### src/rtl/ics_pkg.sv
// Shared types and constants of the inverse CDF square-root sampler.
`timescale 1ns / 1ps
`default_nettype none
package ics_pkg;

  localparam int unsigned TableDepth = 1024;
  localparam int unsigned LvlIdxW    = 10;
  localparam int unsigned BrdIdxW    = 11;
  localparam int unsigned LvlW       = 25;
  localparam int unsigned RootW      = 28;
  localparam int unsigned SqSteps    = 28;
  localparam int unsigned DivSteps   = 63;

  localparam logic [LvlW-1:0] LevelOne = 25'h100_0000;

  localparam logic [1:0] OpWrLevel  = 2'd0;
  localparam logic [1:0] OpWrBorder = 2'd1;
  localparam logic [1:0] OpDraw     = 2'd2;

  localparam logic [1:0] SqSelY1 = 2'd0;
  localparam logic [1:0] SqSelY2 = 2'd1;
  localparam logic [1:0] SqSelP  = 2'd2;

  typedef enum logic [3:0] {
    S_IDLE,
    S_SCAN,
    S_FETCH1,
    S_FETCH2,
    S_FETCH3,
    S_EVAL,
    S_SQRT,
    S_MUL,
    S_DIVGO,
    S_DIV,
    S_FINISH
  } ics_state_e;

  typedef struct packed {
    logic       wr_lvl;
    logic       wr_brd;
    logic       load;
    logic       scan;
    logic       fetch1;
    logic       fetch2;
    logic       fetch3;
    logic       eval;
    logic       sq_start;
    logic [1:0] sq_sel;
    logic       mul;
    logic       div_start;
    logic       finish;
  } ics_cmd_t;

  typedef struct packed {
    logic hit;
    logic flat;
    logic sq_done;
    logic den_pos;
    logic div_done;
  } ics_stat_t;

endpackage
`default_nettype wire

### src/rtl/ics_ctrl.sv
// Controller state machine that sequences the sampler datapath.
`timescale 1ns / 1ps
`default_nettype none
module ics_ctrl (
  input  wire logic             clk_i,
  input  wire logic             rst_ni,
  input  wire logic             start_i,
  input  wire logic [1:0]       cmd_i,
  input  wire ics_pkg::ics_stat_t stat_i,
  output ics_pkg::ics_cmd_t     cmd_o,
  output logic                  busy_o
);

  ics_pkg::ics_state_e state_q, state_d;
  logic [1:0] sel_q, sel_d;

  always_ff @(posedge clk_i or negedge rst_ni) begin
    if (!rst_ni) begin
      state_q <= ics_pkg::S_IDLE;
      sel_q   <= ics_pkg::SqSelY1;
    end else begin
      state_q <= state_d;
      sel_q   <= sel_d;
    end
  end

  always_comb begin
    state_d = state_q;
    sel_d   = sel_q;
    cmd_o   = '0;
    unique case (state_q)
      ics_pkg::S_IDLE: begin
        if (start_i) begin
          if (cmd_i == ics_pkg::OpWrLevel) begin
            cmd_o.wr_lvl = 1'b1;
          end else if (cmd_i == ics_pkg::OpWrBorder) begin
            cmd_o.wr_brd = 1'b1;
          end else if (cmd_i == ics_pkg::OpDraw) begin
            cmd_o.load = 1'b1;
            state_d    = ics_pkg::S_SCAN;
          end
        end
      end
      ics_pkg::S_SCAN: begin
        cmd_o.scan = 1'b1;
        if (stat_i.hit) state_d = ics_pkg::S_FETCH1;
      end
      ics_pkg::S_FETCH1: begin
        cmd_o.fetch1 = 1'b1;
        state_d      = ics_pkg::S_FETCH2;
      end
      ics_pkg::S_FETCH2: begin
        cmd_o.fetch2 = 1'b1;
        state_d      = ics_pkg::S_FETCH3;
      end
      ics_pkg::S_FETCH3: begin
        cmd_o.fetch3 = 1'b1;
        state_d      = ics_pkg::S_EVAL;
      end
      ics_pkg::S_EVAL: begin
        cmd_o.eval = 1'b1;
        if (stat_i.flat) begin
          state_d = ics_pkg::S_FINISH;
        end else begin
          cmd_o.sq_start = 1'b1;
          cmd_o.sq_sel   = ics_pkg::SqSelY1;
          sel_d          = ics_pkg::SqSelY1;
          state_d        = ics_pkg::S_SQRT;
        end
      end
      ics_pkg::S_SQRT: begin
        if (stat_i.sq_done) begin
          if (sel_q == ics_pkg::SqSelP) begin
            state_d = ics_pkg::S_MUL;
          end else begin
            cmd_o.sq_start = 1'b1;
            cmd_o.sq_sel   = sel_q + 2'd1;
            sel_d          = sel_q + 2'd1;
          end
        end
      end
      ics_pkg::S_MUL: begin
        cmd_o.mul = 1'b1;
        state_d   = stat_i.den_pos ? ics_pkg::S_DIVGO : ics_pkg::S_FINISH;
      end
      ics_pkg::S_DIVGO: begin
        cmd_o.div_start = 1'b1;
        state_d         = ics_pkg::S_DIV;
      end
      ics_pkg::S_DIV: begin
        if (stat_i.div_done) state_d = ics_pkg::S_FINISH;
      end
      ics_pkg::S_FINISH: begin
        cmd_o.finish = 1'b1;
        state_d      = ics_pkg::S_IDLE;
      end
      default: state_d = ics_pkg::S_IDLE;
    endcase
  end

  assign busy_o = (state_q != ics_pkg::S_IDLE);

endmodule
`default_nettype wire

### config.mk
export PLATFORM = sky130hd
export DESIGN_NAME = ics_ctrl
export DESIGN_NICKNAME = d
export VERILOG_FILES = /design/src/rtl/ics_pkg.sv /design/src/rtl/ics_ctrl.sv
export SDC_FILE = /design/constraint.sdc
export NUM_CORES = 1
export LEC_CHECK = 0
export ABC_AREA = 1
export BUFFER_PORTS_ARGS = -buffer_cell sky130_fd_sc_hd__buf_4
export CORE_AREA = 5 5 42 44
export DETAILED_ROUTE_END_ITERATION = 12
export DIE_AREA = 0 0 47 49
export PLACE_DENSITY = 0.76
export SLEW_MARGIN = 10
export SYNTH_ARGS = -nofsm -noshare
export SYNTH_HDL_FRONTEND = slang
export SYNTH_SLANG_ARGS = --single-unit
export TNS_END_PERCENT = 10
### constraint.sdc
create_clock -name clk_i -period 3.1 [get_ports clk_i]
set_clock_uncertainty 0.1 [all_clocks]
set_input_delay 0.155 -clock clk_i [delete_from_list [all_inputs] [get_ports clk_i]]
set_output_delay 0.155 -clock clk_i [all_outputs]
set_load 0.01 [all_outputs]
==> qor.yml, run 1 <==
synth_top_area_share_pct: 26.6
dpl.hpwl_um: 1150
ys_types: 17
seq_power_share_pct: 25.5
clock.fmax_ghz: 0.572
routed_via_density: 4.67
fp-row-count: 14
die-area_um2: 2300
crit_required_ps: 2840
crit_buf_inv: 3
fin_cells: 132
p_clk_share_pct: 10.8
synth_common_cells: "nand2_1, inv_1, nor2_1"
fin_nets: 131
ys_seq_area_share_pct: 26.6
r2r_start: "state_q[1]"
synth_edf_count: 0
die_h_um: 49
yosysMostFrequentCell: "nand2_1"
vias: 617
finalSetupTns_ps: 0
ios: 25
leakage_nw: 0.452
postSynth.asyncResetShare_pct: 100
swShare_pct: 49.1
switching_power_uw: 300
rsz0062_at_grt: "no"
fin_util_pct: 56.9
end_kind: "output port"
clock_sinks: 6
cp.depth: 6
power-per-cell-area_nw_per_um2: 767
status: "complete, no violations"
synth_cells: 88
io_buffer_count: 24
worst_r2r_path_depth: 8
start_util_pct: 40.3
wl_per_cell_um: 9.91
cp.arrival_ps: 1490
root_buffer: "clkbuf_4"
die_w_um: 47
syn_area_per_cell_um2: 6.41
r2r_slack_ps: 1750
crit-reg2reg-capture: "state_q[1]"
pwr-share-comb_pct: 63.7
synthTopCellsByArea: "dfrtp_1, nand2_1, inv_1"
cts_buffers: 3
drcViolationCount: 0
ys_warn_count: 0
power_uw: 611
fin_ws_ps: 1350
finalHoldViolCount: 0
drtIter0Drc: 9
yosysTopAreaCell: "dfrtp_1"
clock_latency_ps: 230
path_cells: "inv_2 -> nand2_1 -> nor2_1 -> inv_1 -> nor4_1 -> buf_4"
antenna_left: 0
cts_max_level: 1
slew_viol_final: 0
vdd_drop_max_uv: 494
tightest_slew_ps: 309
drive_gt1_share_pct: 37.1
antenna_found_initial: 0
place_inst: 128
gr-total-overflow: 0
max_stage_delay_ps: 440
gp_congestion: 0.834
grt_pass1_vias: 542
core-area_um2: 1400
grt_pass1_wl_um: 2080
cap_viol_max_count: 0
antennaDiodeCount: 0
dp_slack_ps: 1580
cp_max_fo: 6
setup_viol: 0
hold_path.class: "in2async"
post-route-min-period_ps: 1750
clockBufferDepth: 2
area_delta_synth_final_pct: 41.2
crit_family: "simple AND/OR/NAND/NOR gates"
first_pass_iters: 4
fin_crit_sh_pct: 56.4
grt_max_degree: 7
crit_type: "reg2out"
syn_nets: 101
p_int_uw: 311
synth-main-ff-cell: "dfrtp_1"
slowest_stage: "dfrtp_1"
path_clk_slew_ps: 40
relSlewSlack_pct: 79.2
routed_wl_um: 1310
grt_util_all_layers_pct: 12.0
start_kind: "flop"
synthesis.area_um2: 564
ys_seq_elements: 6
tritoncts: "yes"
power groups by stage:
stage,combinational (mW),sequential [mW],clock (mW)
CTS,0.393,0.155,0.0703
floorplan,0.269,0.147,0
detailed placement,0.391,0.156,0
finish,0.389,0.156,0.0662
global route,0.437,0.162,0.0798
global placement,0.384,0.153,0
metal layers:
metal | global-route usage [%] | vias to the layer above | wire (um)
met5 | 0 | - | 0
met4 | 6.45 | 0 | 0
met3 | 1.48 | 0 | 71
met2 | 20.4 | 14 | 708
met1 | 13.6 | 276 | 527
li1 | - | 327 | -
worst register-to-register path: cells and delay by family, from the launching register on:
family | cells | cell delay, ps
buffers and inverters | 2 | 130
flip-flops | 1 | 440
AND/OR/NAND/NOR | 6 | 550
metrics by stage:
stage	hold WS, ps	area, um2
floorplan	-241	564
global placement	-139	764
detailed placement	-138	764
CTS	148	797
global route	153	797
finish	165	797
flip-flops by register name (all words and copies together), names as in the netlist:
register	cells
state_q	4
sel_q	2
worst max path at each step:
stage | start | end | slack [ps]
2_1_floorplan | state_q[0] | cmd_o[12] | 1670
3_3_place_gp | state_q[1] | cmd_o[13] | 1660
3_5_place_dp | state_q[0] | cmd_o[13] | 1580
4_1_cts | state_q[0] | cmd_o[13] | 1330
5_1_grt | state_q[0] | cmd_o[13] | 1240
6_report | state_q[1] | cmd_o[13] | 1350
layout by cell type (no fill, tap or decap), drive strengths merged:
| cell | count |
|---|---|
| ha | 3 |
| a21boi | 1 |
| nor4 | 2 |
| nand3 | 8 |
| nor2 | 20 |
| o21ai | 1 |
| dlygate4sd3 | 1 |
| dfrtp | 6 |
| o211ai | 1 |
| inv | 19 |
| a21oi | 3 |
| o221ai | 1 |
| clkbuf | 3 |
| buf | 24 |
| nand2 | 23 |
cell type report:
class,instances,area (um2)
Clock buffer,3,22.5
Fill cell,146,604
Inverter,19,71.3
Multi-Input combinational cell,63,343
Sequential cell,6,150
Tap cell,16,20.0
Timing Repair Buffer,25,190
cells by family (layout without fill, tap and decap cells):
kind of cell	after synthesis	after routing	share of synthesized area [%]
adders and majority gates	3	3	6.65
DFF	6	6	26.6
buffers and inverters	19	47	12.6
AOI/OAI and AO/OA	7	7	7.76
and+or+nand+nor	53	53	46.3
timing repair:
item,in CTS,in global routing
endpoints found under the hold margin,6,0
resized for setup,0,0
hold buffers,1,0
setup buffers,0,0
(Power assumes the default switching activity.)
==> run 2: changes to the inputs <==
Clock period 3.1 ns to 1.7 ns, I/O delays scaled along.
==> run 2 against run 1 <==
Compared with the run above:
- sequential share of layout area decreased by 0.19 points
- sequential power increased by 82%
- cell area increased by 1.9%
- flip-flop and latch count unchanged
- clock power increased by 90%
- count of clock-buffer cells in the layout unchanged
- final cell count unchanged
- register-to-register slack got worse by 1400 ps
- first-iteration DRC count increased by 78%
- via count decreased by 0.65%
==> qor.yml, run 2 (same netlist as run 1, synthesis figures left out) <==
finalHoldViolCount: 0  # unchanged
grt_pass1_vias: 554  # was 542
leakage_nw: 0.451  # was 0.452 nW
antennaDiodeCount: 0  # unchanged
dpl.hpwl_um: 1120  # was 1150 um
core-area_um2: 1400  # unchanged
start_util_pct: 40.3  # unchanged
crit_type: "reg2out"  # unchanged
start_kind: "flop"  # unchanged
hold_path.class: "in2async"  # unchanged
routed_via_density: 4.64  # was 4.67
max_stage_delay_ps: 410  # was 440 ps
wl_per_cell_um: 9.72  # was 9.91 um
cp.depth: 6  # unchanged
vdd_drop_max_uv: 906  # was 494 uV
die_h_um: 49  # unchanged
switching_power_uw: 559  # was 300 uW
relSlewSlack_pct: 76.5  # was 79.2%
antenna_left: 0  # unchanged
path_clk_slew_ps: 40  # about the same
grt_util_met2_pct: 20.1  # was 20.4%
use_met3_pct: 2.21  # was 1.48%
tritoncts: "yes"  # unchanged
power-per-cell-area_nw_per_um2: 1400  # was 767 nW/um2
die_w_um: 47  # unchanged
placed_area_um2: 764  # unchanged
power_mw: 1.14  # was 611 uW
clockBufferDepth: 2  # unchanged
largest_reg_flops: 4  # unchanged
cap_viol_max_count: 0  # unchanged
layout_common_cells: "buf_4, nand2_1, inv_1"  # was buf_4, nand2_1, inv_1, nor2_1, nand3_1
fin_crit_sh_pct: 92.6
seq_power_share_pct: 25.0  # was 25.5%
finalSetupTns_ps: 0  # unchanged
drcViolationCount: 0  # unchanged
clock.fmax_ghz: 0.636
grt_util_all_layers_pct: 12.0  # about the same
end_kind: "output port"  # unchanged
routed_wl_um: 1280  # was 1310 um
setup_viol: 0  # unchanged
cp.arrival_ps: 1390  # was 1490 ps
crit_family: "flip-flops"  # was simple AND/OR/NAND/NOR gates
crit_required_ps: 1510  # was 2840 ps
drive_gt1_share_pct: 41.4  # was 37.1%
top_register: "state_q"  # unchanged
ios: 25  # unchanged
area_delta_synth_final_pct: 43.9  # was 41.2%
reg.largest.list: "state_q x4, sel_q x2"  # unchanged
p_clk_share_pct: 11.0  # was 10.8%
vias: 613  # was 617
drtIter0Drc: 16  # was 9
grt_pass1_wl_um: 2100  # was 2080 um
path_cells: "inv_2 -> nand2_2 -> nor2_2 -> inv_1 -> nor4_1 -> buf_4"  # was inv_2 -> nand2_1 -> nor2_1 -> inv_1 -> nor4_1 -> buf_4
fillers: 140  # was 146
antenna_found_initial: 0  # unchanged
status: "complete, no violations"  # unchanged
cts_buffers: 3  # unchanged
rsz0062_at_grt: "no"  # unchanged
final_area_um2: 812  # was 797 um2
post-route-min-period_ps: 1570
worst_r2r_path_depth: 8  # unchanged
swShare_pct: 49.1  # about the same
p_int_uw: 578  # was 311 uW
grt_use_met1_pct: 13.9  # was 13.6%
cp_max_fo: 4  # was 6
fin_nets: 131  # unchanged
first_pass_iters: 6  # was 4
clock_sinks: 6  # unchanged
cts_max_level: 1  # unchanged
io_buffer_count: 24  # unchanged
fin_util_pct: 57.9  # was 56.9%
slowest_stage: "dfrtp_1"  # unchanged
busiest_layer: "met2"  # unchanged
tightest_slew_ps: 349  # was 309 ps
root_buffer: "clkbuf_4"  # unchanged
crit_buf_inv: 3  # unchanged
die-area_um2: 2300  # unchanged
layout_commonest_cell: "buf_4"  # unchanged
fp-row-count: 14  # unchanged
clock_latency_ps: 240  # was 230 ps
gp_congestion: 0.821  # was 0.834
gr-total-overflow: 0  # unchanged
pwr-share-comb_pct: 64.0  # was 63.7%
grt_max_degree: 7  # unchanged
slew_viol_final: 0  # unchanged
run 2: worst paths after layout:
check | start | endpoint | slack [ps]
worst max-delay path | state_q[0] | cmd_o[12] | 130
worst min-delay path | rst_ni | sel_q[1] | 90
worst max register to register | state_q[3] | state_q[1] | 380
worst min register to register | sel_q[1] | sel_q[1] | 440
max in group asynchronous | rst_ni | state_q[1] | 1290
min in group clk_i | stat_i[2] | sel_q[1] | 90
run 2: layer usage:
metal	routed length [um]	vias to the layer above	part of all wire, %
met2	683	17	53
met3	73	0	5.7
met4	0	0	0
li1	-	327	-
met1	526	269	41
met5	0	-	0
run 2: repair_timing:
| action | in CTS | in global routing |
|---|---|---|
| setup endpoints to repair | 0 | 2 |
| hold endpoints to repair | 6 | 0 |
| setup buffers | 0 | 0 |
| hold buffers | 1 | 0 |
| resized for setup | 0 | 5 |
run 2: power groups by stage:
stage	Clock [mW]	Sequential, mW	Combinational [mW]
2_1_floorplan	0	0.269	0.491
3_3_place_gp	0	0.280	0.700
3_5_place_dp	0	0.282	0.706
4_1_cts	0.134	0.280	0.711
5_1_grt	0.147	0.294	0.820
6_report	0.126	0.284	0.728
run 2: stage by stage:
step | cells | hold slack (ps) | worst slack [ps]
after floorplan | 88 | -311 | 342
after global placement | 128 | -208 | 318
after detailed placement | 128 | -207 | 284
after CTS | 132 | 73.5 | 20.8
after global routing | 132 | 79.0 | 21.1
final | 132 | 92.1 | 127
run 2: layout make-up:
class / count / area (um2) / share of cell area (%)
sequential: 6 / 151 / 18.6
multi-input combinational: 63 / 357 / 43.9
clock buffer: 3 / 22.5 / 2.77
timing repair buffer: 25 / 190 / 23.4
tap: 16 / 20.0 / 2.47
inverter: 19 / 71.3 / 8.78
==> run 3: changes to the inputs <==
Settings changed: BUFFER_PORTS_ARGS -buffer_cell sky130_fd_sc_hd__buf_4 to unset, DONT_BUFFER_PORTS set to 1, PLACE_DENSITY 0.76 to 0.6.
==> run 3 against run 2 <==
Compared with the run above:
- total power down 8.4%
- cell area down 16%
- first-iteration DRC count down 25%
- die area unchanged
- flip-flop and latch count unchanged
- largest power group unchanged
==> qor.yml, run 3 (same netlist as run 1, synthesis figures left out) <==
status: "complete, no violations"  # unchanged
end_kind: "output port"  # unchanged
vias: 554  # was 613
fp-row-count: 14  # unchanged
grt_pass1_wl_um: 1900  # was 2100 um
grt_pass1_vias: 482  # was 554
cts_max_level: 1  # unchanged
antennaDiodeCount: 0  # unchanged
path_cells: "inv_2 -> nand2_2 -> nor2_4 -> inv_2 -> nor4_1 -> buf_4"  # was inv_2 -> nand2_2 -> nor2_2 -> inv_1 -> nor4_1 -> buf_4
slew_viol_final: 0  # unchanged
routed_wl_um: 1180  # was 1280 um
antenna_left: 0  # unchanged
relSlewSlack_pct: 79.8  # was 76.5%
routed_via_density: 4.90  # was 4.64
first_pass_iters: 2  # was 6
io_buffer_count: 0  # was 24
dpl.hpwl_um: 1030  # was 1120 um
die-area_um2: 2300  # unchanged
top_register: "state_q"  # unchanged
crit_required_ps: 1510  # about the same
largest_reg_flops: 4  # unchanged
clock_sinks: 6  # unchanged
layout_commonest_cell: "nand2_1"  # was buf_4
rsz0062_at_grt: "no"  # unchanged
clockBufferDepth: 2  # unchanged
root_buffer: "clkbuf_4"  # unchanged
finalSetupTns_ps: 0  # unchanged
clock_latency_ps: 230  # was 240 ps
fin_nets: 112  # was 131
layout_common_cells: "nand2_1, inv_1, nor2_1"  # was buf_4, nand2_1, inv_1
crit_type: "reg2out"  # unchanged
worst_r2r_path_depth: 8  # unchanged
fin_crit_sh_pct: 95.0  # was 92.6%
drcViolationCount: 0  # unchanged
wl_per_cell_um: 10.5  # was 9.72 um
clock.fmax_ghz: 0.619  # was 0.636 GHz
slowest_stage: "dfrtp_2"  # was dfrtp_1
cp_max_fo: 5  # was 4
power-per-cell-area_nw_per_um2: 1530  # was 1400 nW/um2
power_mw: 1.04  # was 1.14 mW
core-area_um2: 1400  # unchanged
post-route-min-period_ps: 1610  # was 1570 ps
cts_buffers: 3  # unchanged
drtIter0Drc: 12  # was 16
gr-total-overflow: 0  # unchanged
crit_top_cell: "inv_2"
drive_gt1_share_pct: 29.9  # was 41.4%
hold_depth: 3
cap_viol_max_count: 0  # unchanged
final_area_um2: 681  # was 812 um2
vdd_drop_max_uv: 808  # was 906 uV
max_stage_delay_ps: 430  # was 410 ps
ios: 25  # unchanged
start_util_pct: 40.3  # unchanged
area_delta_synth_final_pct: 20.6  # was 43.9%
start_kind: "flop"  # unchanged
antenna_found_initial: 0  # unchanged
tightest_slew_ps: 300  # was 349 ps
tritoncts: "yes"  # unchanged
setup_viol: 0  # unchanged
die_w_um: 47  # unchanged
placed_area_um2: 599  # was 764 um2
path_clk_slew_ps: 40  # about the same
reg.largest.list: "state_q x4, sel_q x2"  # unchanged
finalHoldViolCount: 0  # unchanged
die_h_um: 49  # unchanged
leakage_nw: 0.352  # was 0.451 nW
cp.arrival_ps: 1430  # was 1390 ps
grt_util_all_layers_pct: 11.0  # was 12.0%
grt_max_degree: 7  # unchanged
hold_path.class: "in2reg"  # was in2async
gp_congestion: 0.718  # was 0.821
-- run 3: what timing repair did --
action / in CTS / in global routing
hold buffers: 3 / 0
buffers inserted: 0 / 1
resized for setup: 0 / 8
endpoints found under the hold margin: 9 / 0
endpoints found under the setup margin: 0 / 2
-- run 3: layout make-up --
type / count / area (um2)
inverters: 19 / 71.3
well taps: 16 / 20.0
fillers: 151 / 721
flip-flops and latches: 6 / 153
multi-input cells: 63 / 362
repair buffers: 6 / 52.6
clock buffers: 3 / 22.5
-- run 3: power breakdown --
group | internal, mW | leakage (nW) | switching (mW)
logic | 0.211 | 0.263 | 0.426
registers | 0.210 | 0.0748 | 0.0727
clock network | 0.0792 | 0.0138 | 0.0421
-- run 3: metal layers --
layer	part of all wire [%]	GRT usage (%)
met1	45	16.5
met2	48	15.2
met3	7.2	1.11
met4	0	5.53
met5	0	0
-- run 3: final timing paths --
path / from / endpoint / slack, ps
setup / recovery: state_q[2] / cmd_o[12] / 90
hold / removal: stat_i[3] / state_q[2] / 10
setup reg to reg: state_q[3] / sel_q[0] / 340
hold reg to reg: sel_q[1] / sel_q[1] / 440
max in group asynchronous: rst_ni / state_q[2] / 1220
min in group asynchronous: rst_ni / sel_q[1] / 50
-- run 3: metrics by stage --
stage	std cells	hold slack (ps)	util, %	setup WS (ps)
2_1_floorplan	88	-311	-	342
3_3_place_gp	106	-310	42.8	284
3_5_place_dp	106	-310	42.8	255
4_1_cts	112	13.8	46.5	2.68
5_1_grt	113	39.8	48.6	5.35
6_report	113	14.7	48.6	85.5
-- run 3: worst max-delay path, delay by kind of cell, from the launching register on --
family / cells / cell delay, ps
and+or+nand+nor: 3 / 450
DFF: 1 / 430
buffers and inverters: 3 / 320
